==> config.mk <==
export PLATFORM = sky130hd
export DESIGN_NAME = packet_ring_queue
export DESIGN_NICKNAME = d
export VERILOG_FILES = /design/src/design/prq_pkg.sv /design/src/design/prq_cfg_regs.sv /design/src/design/prq_core.sv /design/src/design/packet_ring_queue.sv
export SDC_FILE = /design/constraint.sdc
export NUM_CORES = 1
export LEC_CHECK = 0
export BUFFER_PORTS_ARGS = -buffer_cell sky130_fd_sc_hd__buf_2
export CORE_AREA = 4 4 310 190
export CTS_BUF_LIST = sky130_fd_sc_hd__clkbuf_4 sky130_fd_sc_hd__clkbuf_8 sky130_fd_sc_hd__clkbuf_16
export DETAILED_ROUTE_END_ITERATION = 16
export DIE_AREA = 0 0 314 194
export PLACE_DENSITY = 0.84
export SYNTH_ARGS = -nofsm -noshare
export SYNTH_HDL_FRONTEND = slang
export SYNTH_SLANG_ARGS = --single-unit
==> constraint.sdc <==
create_clock -name clk_i -period 13.4 [get_ports clk_i]
set_clock_uncertainty 0.15 [all_clocks]
set_input_delay 2.68 -clock clk_i [delete_from_list [all_inputs] [get_ports clk_i]]
set_output_delay 2.68 -clock clk_i [all_outputs]
set_load 0.02 [all_outputs]
==> src/design/prq_pkg.sv <==
// Shared types, constants and helper functions for the packet ring queue.
// Used by every module of the block; depends on nothing else.
`default_nettype none

package prq_pkg;

  localparam int DEPTH   = 16;
  localparam int PTR_W   = $clog2(DEPTH);
  localparam int CAP_W   = 5;
  localparam int ADDR_W  = 7;
  localparam int CFG_IDX_W = 1;
  localparam int CFG_DATA_W = 7;
  localparam int CNT_W   = 32;

  localparam logic [CAP_W-1:0]  CAP_RESET  = CAP_W'(DEPTH);
  localparam logic [ADDR_W-1:0] ADDR_RESET = '1;

  typedef enum logic [CFG_IDX_W-1:0] {
    REG_CAPACITY    = 1'b0,
    REG_MAX_ADDRESS = 1'b1
  } cfg_reg_e;

  typedef enum logic [1:0] {
    KIND_ENQ  = 2'd0,
    KIND_DEQ  = 2'd1,
    KIND_PEEK = 2'd2,
    KIND_NONE = 2'd3
  } kind_e;

  typedef enum logic [1:0] {
    STATUS_OK       = 2'd0,
    STATUS_EMPTY    = 2'd1,
    STATUS_FULL     = 2'd2,
    STATUS_BAD_ADDR = 2'd3
  } status_e;

  typedef struct packed {
    logic [7:0]  src;
    logic [7:0]  dst;
    logic [15:0] seq;
    logic [7:0]  hop;
  } slot_t;

  typedef struct packed {
    logic [CAP_W-1:0]  eff_cap;
    logic [ADDR_W-1:0] max_addr;
  } cfg_t;

  typedef struct packed {
    kind_e       kind;
    slot_t       pkt;
  } op_t;

  typedef struct packed {
    status_e           status;
    slot_t             pkt;
    logic [CAP_W-1:0]  occupancy;
    logic [CNT_W-1:0]  rx_count;
    logic [CNT_W-1:0]  tx_count;
  } res_t;

  function automatic logic addr_ok(input logic [7:0] a, input logic [ADDR_W-1:0] max_addr);
    return !a[7] && (a[ADDR_W-1:0] <= max_addr);
  endfunction

  function automatic logic [PTR_W-1:0] ptr_advance(input logic [PTR_W-1:0] p,
                                                   input logic [CAP_W-1:0] cap);
    logic [CAP_W-1:0] n;
    n = CAP_W'(p) + CAP_W'(1);
    return (n >= cap) ? '0 : PTR_W'(n);
  endfunction

endpackage

`default_nettype wire

==> src/design/prq_cfg_regs.sv <==
// Configuration registers of the packet ring queue: capacity and largest address.
// Clamps the capacity to between one and the built depth. Depends on prq_pkg.
`default_nettype none

module prq_cfg_regs (
  input  wire logic                            clk_i,
  input  wire logic                            rst_ni,
  input  wire logic                            cfg_we_i,
  input  wire logic [prq_pkg::CFG_IDX_W-1:0]   cfg_index_i,
  input  wire logic [prq_pkg::CFG_DATA_W-1:0]  cfg_wdata_i,
  output prq_pkg::cfg_t                        cfg_o
);
  import prq_pkg::*;

  logic [CAP_W-1:0]  capacity_q, capacity_d;
  logic [ADDR_W-1:0] max_addr_q, max_addr_d;

  always_comb begin
    capacity_d = capacity_q;
    max_addr_d = max_addr_q;
    if (cfg_we_i) begin
      unique case (cfg_reg_e'(cfg_index_i))
        REG_CAPACITY:    capacity_d = cfg_wdata_i[CAP_W-1:0];
        REG_MAX_ADDRESS: max_addr_d = cfg_wdata_i[ADDR_W-1:0];
        default: ;
      endcase
    end
  end

  always_ff @(posedge clk_i or negedge rst_ni) begin
    if (!rst_ni) begin
      capacity_q <= CAP_RESET;
      max_addr_q <= ADDR_RESET;
    end else begin
      capacity_q <= capacity_d;
      max_addr_q <= max_addr_d;
    end
  end

  always_comb begin
    if (capacity_q == '0) begin
      cfg_o.eff_cap = CAP_W'(1);
    end else if (capacity_q > CAP_W'(DEPTH)) begin
      cfg_o.eff_cap = CAP_W'(DEPTH);
    end else begin
      cfg_o.eff_cap = capacity_q;
    end
    cfg_o.max_addr = max_addr_q;
  end

endmodule

`default_nettype wire

==> src/design/prq_core.sv <==
// Queue engine: slot memory, head and tail pointers, fill count and beat counters.
// Reads the head slot on accept, then decides and writes back once the result is taken. Depends on prq_pkg.
`default_nettype none

module prq_core (
  input  wire logic          clk_i,
  input  wire logic          rst_ni,
  input  wire prq_pkg::cfg_t cfg_i,
  input  wire logic          op_valid_i,
  input  wire prq_pkg::op_t  op_i,
  output logic               op_ready_o,
  output logic               res_valid_o,
  input  wire logic          res_ready_i,
  output prq_pkg::res_t      res_o
);
  import prq_pkg::*;

  typedef enum logic [1:0] {
    S_IDLE = 2'b01,
    S_EXEC = 2'b10
  } state_e;

  state_e            state_q, state_d;
  op_t               op_q;
  slot_t             mem [DEPTH];
  slot_t             rdata_q;
  logic [PTR_W-1:0]  head_q, head_d, tail_q, tail_d;
  logic [CAP_W-1:0]  count_q, count_d;
  logic [CNT_W-1:0]  rx_q, rx_d, tx_q, tx_d;
  logic              accept, commit, wr_en, head_ok;
  status_e           status;
  slot_t             pkt;

  assign op_ready_o  = (state_q == S_IDLE);
  assign accept      = op_valid_i && op_ready_o;
  assign res_valid_o = (state_q == S_EXEC);
  assign commit      = res_valid_o && res_ready_i;
  assign head_ok     = addr_ok(rdata_q.src, cfg_i.max_addr) && addr_ok(rdata_q.dst, cfg_i.max_addr);

  always_comb begin
    status  = STATUS_OK;
    pkt     = '0;
    wr_en   = 1'b0;
    head_d  = head_q;
    tail_d  = tail_q;
    count_d = count_q;
    rx_d    = rx_q;
    tx_d    = tx_q;
    unique case (op_q.kind)
      KIND_ENQ: begin
        if (!addr_ok(op_q.pkt.src, cfg_i.max_addr) ||
            !addr_ok(op_q.pkt.dst, cfg_i.max_addr)) begin
          status = STATUS_BAD_ADDR;
        end else if (count_q >= cfg_i.eff_cap) begin
          status = STATUS_FULL;
        end else begin
          wr_en   = 1'b1;
          tail_d  = ptr_advance(tail_q, cfg_i.eff_cap);
          count_d = count_q + CAP_W'(1);
          rx_d    = rx_q + CNT_W'(1);
        end
      end
      KIND_DEQ, KIND_PEEK: begin
        if (count_q == '0) begin
          status = STATUS_EMPTY;
        end else begin
          if (op_q.kind == KIND_DEQ) begin
            head_d  = ptr_advance(head_q, cfg_i.eff_cap);
            count_d = count_q - CAP_W'(1);
            tx_d    = tx_q + CNT_W'(1);
          end
          if (head_ok) begin
            pkt = rdata_q;
          end else begin
            status = STATUS_BAD_ADDR;
          end
        end
      end
      default: ;
    endcase
  end

  assign res_o.status    = status;
  assign res_o.pkt       = pkt;
  assign res_o.occupancy = count_d;
  assign res_o.rx_count  = rx_d;
  assign res_o.tx_count  = tx_d;

  always_comb begin
    state_d = state_q;
    unique case (state_q)
      S_IDLE: if (accept) state_d = S_EXEC;
      S_EXEC: if (commit) state_d = S_IDLE;
      default: state_d = S_IDLE;
    endcase
  end

  always_ff @(posedge clk_i or negedge rst_ni) begin
    if (!rst_ni) begin
      state_q <= S_IDLE;
      head_q  <= '0;
      tail_q  <= '0;
      count_q <= '0;
      rx_q    <= '0;
      tx_q    <= '0;
    end else begin
      state_q <= state_d;
      if (commit) begin
        head_q  <= head_d;
        tail_q  <= tail_d;
        count_q <= count_d;
        rx_q    <= rx_d;
        tx_q    <= tx_d;
      end
    end
  end

  always_ff @(posedge clk_i) begin
    if (accept) begin
      op_q <= op_i;
    end
  end

  always_ff @(posedge clk_i) begin
    if (commit && wr_en) begin
      mem[tail_q] <= op_q.pkt;
    end
    if (accept) begin
      rdata_q <= mem[head_q];
    end
  end

endmodule

`default_nettype wire

==> src/design/packet_ring_queue.sv <==
// Top level of the packet ring queue: configuration registers, queue engine, result register.
// Depends on prq_pkg, prq_cfg_regs and prq_core.
//
//   Channel  | Handshake                  | Payload
//   input    | in_valid_i / in_stall_o    | kind, src_addr, dst_addr, seq_no, hops
//   output   | out_valid_o / out_stall_i  | status, out_* packet, occupancy, counters
//   config   | cfg_we_i                   | cfg_index_i, cfg_wdata_i
//
// Each operation has two steps: the slot memory read, then the decide and write-back.
// A new operation is accepted only after the previous result has moved into the result register.
// The result register holds a finished beat, so the engine can start the next one.
// Reset empties the queue and clears both counters; slot contents are kept.
// A stalled output holds its beat; the engine waits in its decide cycle until the register frees.
`default_nettype none

module packet_ring_queue (
  input  wire logic                           clk_i,
  input  wire logic                           rst_ni,
  input  wire logic                           in_valid_i,
  output logic                                in_stall_o,
  input  wire logic [1:0]                     kind_i,
  input  wire logic signed [7:0]              src_addr_i,
  input  wire logic signed [7:0]              dst_addr_i,
  input  wire logic [15:0]                    seq_no_i,
  input  wire logic [7:0]                     hops_i,
  output logic                                out_valid_o,
  input  wire logic                           out_stall_i,
  output logic [1:0]                          status_o,
  output logic signed [7:0]                   out_src_addr_o,
  output logic signed [7:0]                   out_dst_addr_o,
  output logic [15:0]                         out_seq_no_o,
  output logic [7:0]                          out_hops_o,
  output logic [prq_pkg::CAP_W-1:0]           occupancy_o,
  output logic [prq_pkg::CNT_W-1:0]           received_count_o,
  output logic [prq_pkg::CNT_W-1:0]           transmitted_count_o,
  input  wire logic                           cfg_we_i,
  input  wire logic [prq_pkg::CFG_IDX_W-1:0]  cfg_index_i,
  input  wire logic [prq_pkg::CFG_DATA_W-1:0] cfg_wdata_i
);
  import prq_pkg::*;

  cfg_t  cfg;
  op_t   op;
  res_t  res, out_q;
  logic  op_ready, res_valid, res_ready, out_valid_q, out_valid_d;

  prq_cfg_regs u_cfg (
    .clk_i       (clk_i),
    .rst_ni      (rst_ni),
    .cfg_we_i    (cfg_we_i),
    .cfg_index_i (cfg_index_i),
    .cfg_wdata_i (cfg_wdata_i),
    .cfg_o       (cfg)
  );

  assign op.kind    = kind_e'(kind_i);
  assign op.pkt.src = src_addr_i;
  assign op.pkt.dst = dst_addr_i;
  assign op.pkt.seq = seq_no_i;
  assign op.pkt.hop = hops_i;

  prq_core u_core (
    .clk_i       (clk_i),
    .rst_ni      (rst_ni),
    .cfg_i       (cfg),
    .op_valid_i  (in_valid_i),
    .op_i        (op),
    .op_ready_o  (op_ready),
    .res_valid_o (res_valid),
    .res_ready_i (res_ready),
    .res_o       (res)
  );

  assign in_stall_o = !op_ready;
  assign res_ready  = !out_valid_q || !out_stall_i;

  always_comb begin
    if (res_valid && res_ready) begin
      out_valid_d = 1'b1;
    end else if (out_stall_i) begin
      out_valid_d = out_valid_q;
    end else begin
      out_valid_d = 1'b0;
    end
  end

  always_ff @(posedge clk_i or negedge rst_ni) begin
    if (!rst_ni) begin
      out_valid_q <= 1'b0;
    end else begin
      out_valid_q <= out_valid_d;
    end
  end

  always_ff @(posedge clk_i) begin
    if (res_valid && res_ready) begin
      out_q <= res;
    end
  end

  assign out_valid_o         = out_valid_q;
  assign status_o            = out_q.status;
  assign out_src_addr_o      = out_q.pkt.src;
  assign out_dst_addr_o      = out_q.pkt.dst;
  assign out_seq_no_o        = out_q.pkt.seq;
  assign out_hops_o          = out_q.pkt.hop;
  assign occupancy_o         = out_q.occupancy;
  assign received_count_o    = out_q.rx_count;
  assign transmitted_count_o = out_q.tx_count;

endmodule

`default_nettype wire

==> flow_metrics.tcl <==
set metrics [dict create \
    status "finished clean" \
    dp_slack_ns 7.43 \
    p_int_w 0.00514 \
    ys_types 65 \
    hold_depth 1 \
    final_antenna_net_count 0 \
    synth_top_area_share_pct 68.1 \
    area_growth_pct 12.1 \
    clk_path_buf_depth 3 \
    rows 67 \
    yosys.area.top_type "edfxtp_1" \
    combPwrFrac_pct 14.7 \
    fmax_mhz 182 \
    drtPass1Iterations 5 \
    rsz0062_at_grt "false" \
    power.leakage_nw 14.3 \
    arrival_ns 5.59 \
    wl_mm 83.6 \
    hold_viol 0 \
    endpoint_kind "flip-flop" \
    finalMaxSlewViolations 0 \
    grt_pass1_wl_mm 126 \
    numCtsBuffers 80 \
    worst_slew_margin_rel_pct 19.8 \
    final_common_cell "edfxtp_1" \
    synth_edf_count 833 \
    cts_setup_buffers 0 \
    finalCriticalPeriod_ns 5.51 \
    finalNetCount 2184 \
    hold_buffers 0 \
    hold_class "flip-flop to flip-flop" \
    root_buffer "clkbuf_16" \
    clock-sinks 925 \
    die_x_um 314 \
    required_ns 13.48 \
    h-tree-depth 3 \
    tritoncts "done" \
    vias 19071 \
    core_area_mm2 0.0557 \
    dp_hpwl_mm 47.1 \
    stdcell_count 2901 \
    power.switching_w 0.00167 \
    die_y_um 194 \
    synth_warnings 0 \
    path_max_fanout 40 \
    ys_ff_latch 925 \
    path_clk_slew_ns 0.06 \
    ys.flop_type "edfxtp_1" \
    synthTopCellsByArea "edfxtp_1 68%, mux4_2 12%, dfrtp_1 5.7%" \
    cts_resized 0 \
    power_w 0.00681 \
    final_core_util_pct 74.0 \
    antenna_found_initial 7 \
    syn_area_mm2 0.0367 \
    crit_path_start_kind "input port" \
    pwr-share-seq_pct 49.6 \
    drive_above_1_share_pct 27.4 \
    crit_type "input port to flip-flop" \
    gp_congestion 0.859 \
    io_pins 168 \
    viasPerCell 6.57 \
    worstSkewPairLatency_ns 0.64 \
    final.setup.worst_slack_ns 7.89 \
    synthArstFlopShare_pct 9.95 \
    grt-ovfl-total 0 \
    die-area_mm2 0.0609 \
    avgSynthCellArea_um2 19.6 \
    switching_share_pct 24.6 \
    reg2reg_depth 8 \
    initial_core_util_pct 66.0 \
    port_buffers 167 \
    drt_iter0_drc 3082 \
    wl_per_cell_um 28.8 \
    dp.cells 2750 \
    track_usage_pct 28.0 \
    grt_pass1_vias 19510 \
    syn_inst 1877 \
    drc 0 \
    ys_seq_area_share_pct 74.4 \
    setup_viol 0 \
    ir_worst_vdd_v 0.000124 \
    grt_max_degree 78 \
    worst_pin_slew_ns 1.20 \
    fin_tns_setup_ns 0 \
    finalCritPeriodShare_pct 41.1 \
    clkPwrFrac_pct 35.6 \
    final_cell_mix "833 x edfxtp_1, 200 x mux4_2, 166 x buf_2" \
    cap_violations 0 \
    pwr_density_cell_mw_per_mm2 165 \
]
## cells in the mapped netlist, types with 5 or more instances
| master | n |
|---|---|
| clkbuf_1 | 53 |
| o21ai_0 | 27 |
| nor3_1 | 32 |
| xnor2_1 | 61 |
| ha_1 | 56 |
| nand2_1 | 86 |
| mux2_2 | 12 |
| inv_1 | 29 |
| nor2_1 | 57 |
| and3_1 | 20 |
| buf_2 | 11 |
| nand4_1 | 21 |
| nor2b_1 | 5 |
| nand3_1 | 33 |
| and4_1 | 8 |
| dfstp_2 | 9 |
| nand2b_1 | 9 |
| edfxtp_1 | 833 |
| and2_1 | 47 |
| mux4_2 | 200 |
| a21o_1 | 6 |
| nor4_1 | 7 |
| xor2_1 | 70 |
| a31oi_1 | 7 |
| buf_1 | 12 |
| or3_1 | 7 |
| a21oi_1 | 16 |
| dfrtp_1 | 83 |
## critical path, stage by stage
cell and delay, ns:
buf_2 0.11, nand2_1 0.12, and3_1 0.28, o211ai_1 0.12
buf_4 0.24, nor2_1 0.71, and3_1 0.32, and2_2 0.93
## through the flow
stage	hold WS (ns)	instance area [um2]
floorplan	0.309	36700
global placement	0.320	38400
detailed placement	0.328	38400
CTS	0.346	41200
global route	0.363	41200
finish	0.341	41200
## flip-flops by register name, summed over array words and instances (netlist names), 4 cells and up
| register | count |
|---|---|
| out_hops_o | 8 |
| out_src_addr_o | 8 |
| u_core.rdata_q | 40 |
| u_core.tx_q | 32 |
| u_cfg.max_addr_q | 7 |
| u_core.tail_q | 4 |
| u_core.mem | 640 |
| u_core.head_q | 4 |
| u_core.op_q | 42 |
| u_core.rx_q | 32 |
| u_cfg.capacity_q | 5 |
| transmitted_count_o | 32 |
| u_core.count_q | 5 |
| out_dst_addr_o | 8 |
| received_count_o | 32 |
| occupancy_o | 5 |
| out_seq_no_o | 16 |
## path summary, 6_finish.rpt
check	slack [ns]	endpoint	start
min in group asynchronous	1.76	u_core.tx_q[29]$_DFFE_PN0P_	rst_ni
min reg2reg	0.34	u_core.state_q[0]$_DFFE_PN1P_	out_valid_o$_DFFE_PN0P_
max reg2reg	8.12	u_core.mem[1][27]$_DFFE_PP_	u_core.op_q[38]$_DFFE_PP_
max in group asynchronous	9.96	u_core.head_q[1]$_DFFE_PN0P_	rst_ni
min	0.34	u_core.state_q[0]$_DFFE_PN1P_	out_valid_o$_DFFE_PN0P_
max	7.89	u_core.mem[5][17]$_DFFE_PP_	out_stall_i
## routing by layer
| metal | share of wire, % | vias to the layer above | global-route usage (%) |
|---|---|---|---|
| met5 | 0.061 | - | 0 |
| met4 | 2.4 | 8 | 7.49 |
| met3 | 12 | 165 | 8.08 |
| met2 | 48 | 1282 | 43.0 |
| met1 | 38 | 9760 | 40.5 |
| li1 | - | 7856 | - |
## power by group through the flow
| stage | logic (W) | clock network, W | registers (W) |
|---|---|---|---|
| finish | 0.00100 | 0.00243 | 0.00338 |
| global route | 0.00107 | 0.00259 | 0.00339 |
| CTS | 0.00101 | 0.00245 | 0.00338 |
| detailed placement | 0.000980 | 0 | 0.00344 |
| global placement | 0.000942 | 0 | 0.00343 |
| floorplan | 0.000773 | 0 | 0.00336 |
## cell type report
cell class / instances / area (um2)
Antenna cell: 4 / 10.0
Clock buffer: 94 / 2140
Clock inverter: 53 / 589
Fill cell: 3006 / 14500
Inverter: 29 / 114
Multi-Input combinational cell: 843 / 9000
Sequential cell: 925 / 27300
Tap cell: 759 / 950
Timing Repair Buffer: 194 / 1040
## kinds of logic (layout without fill, tap and decap cells)
kind of cell | count (synthesis) | in the layout | synth area share (%)
AOI/OAI and AO/OA | 84 | 84 | 1.48
other | 1 | 6 | 0.0102
adders and majority gates | 56 | 56 | 1.91
DFF | 925 | 925 | 74.4
buffers and inverters | 110 | 370 | 1.22
muxes | 212 | 212 | 12.6
and+or+nand+nor | 358 | 358 | 5.24
xor gates and xnor gates | 131 | 131 | 3.12
No activity file was read; power rests on OpenSTA's default activity.
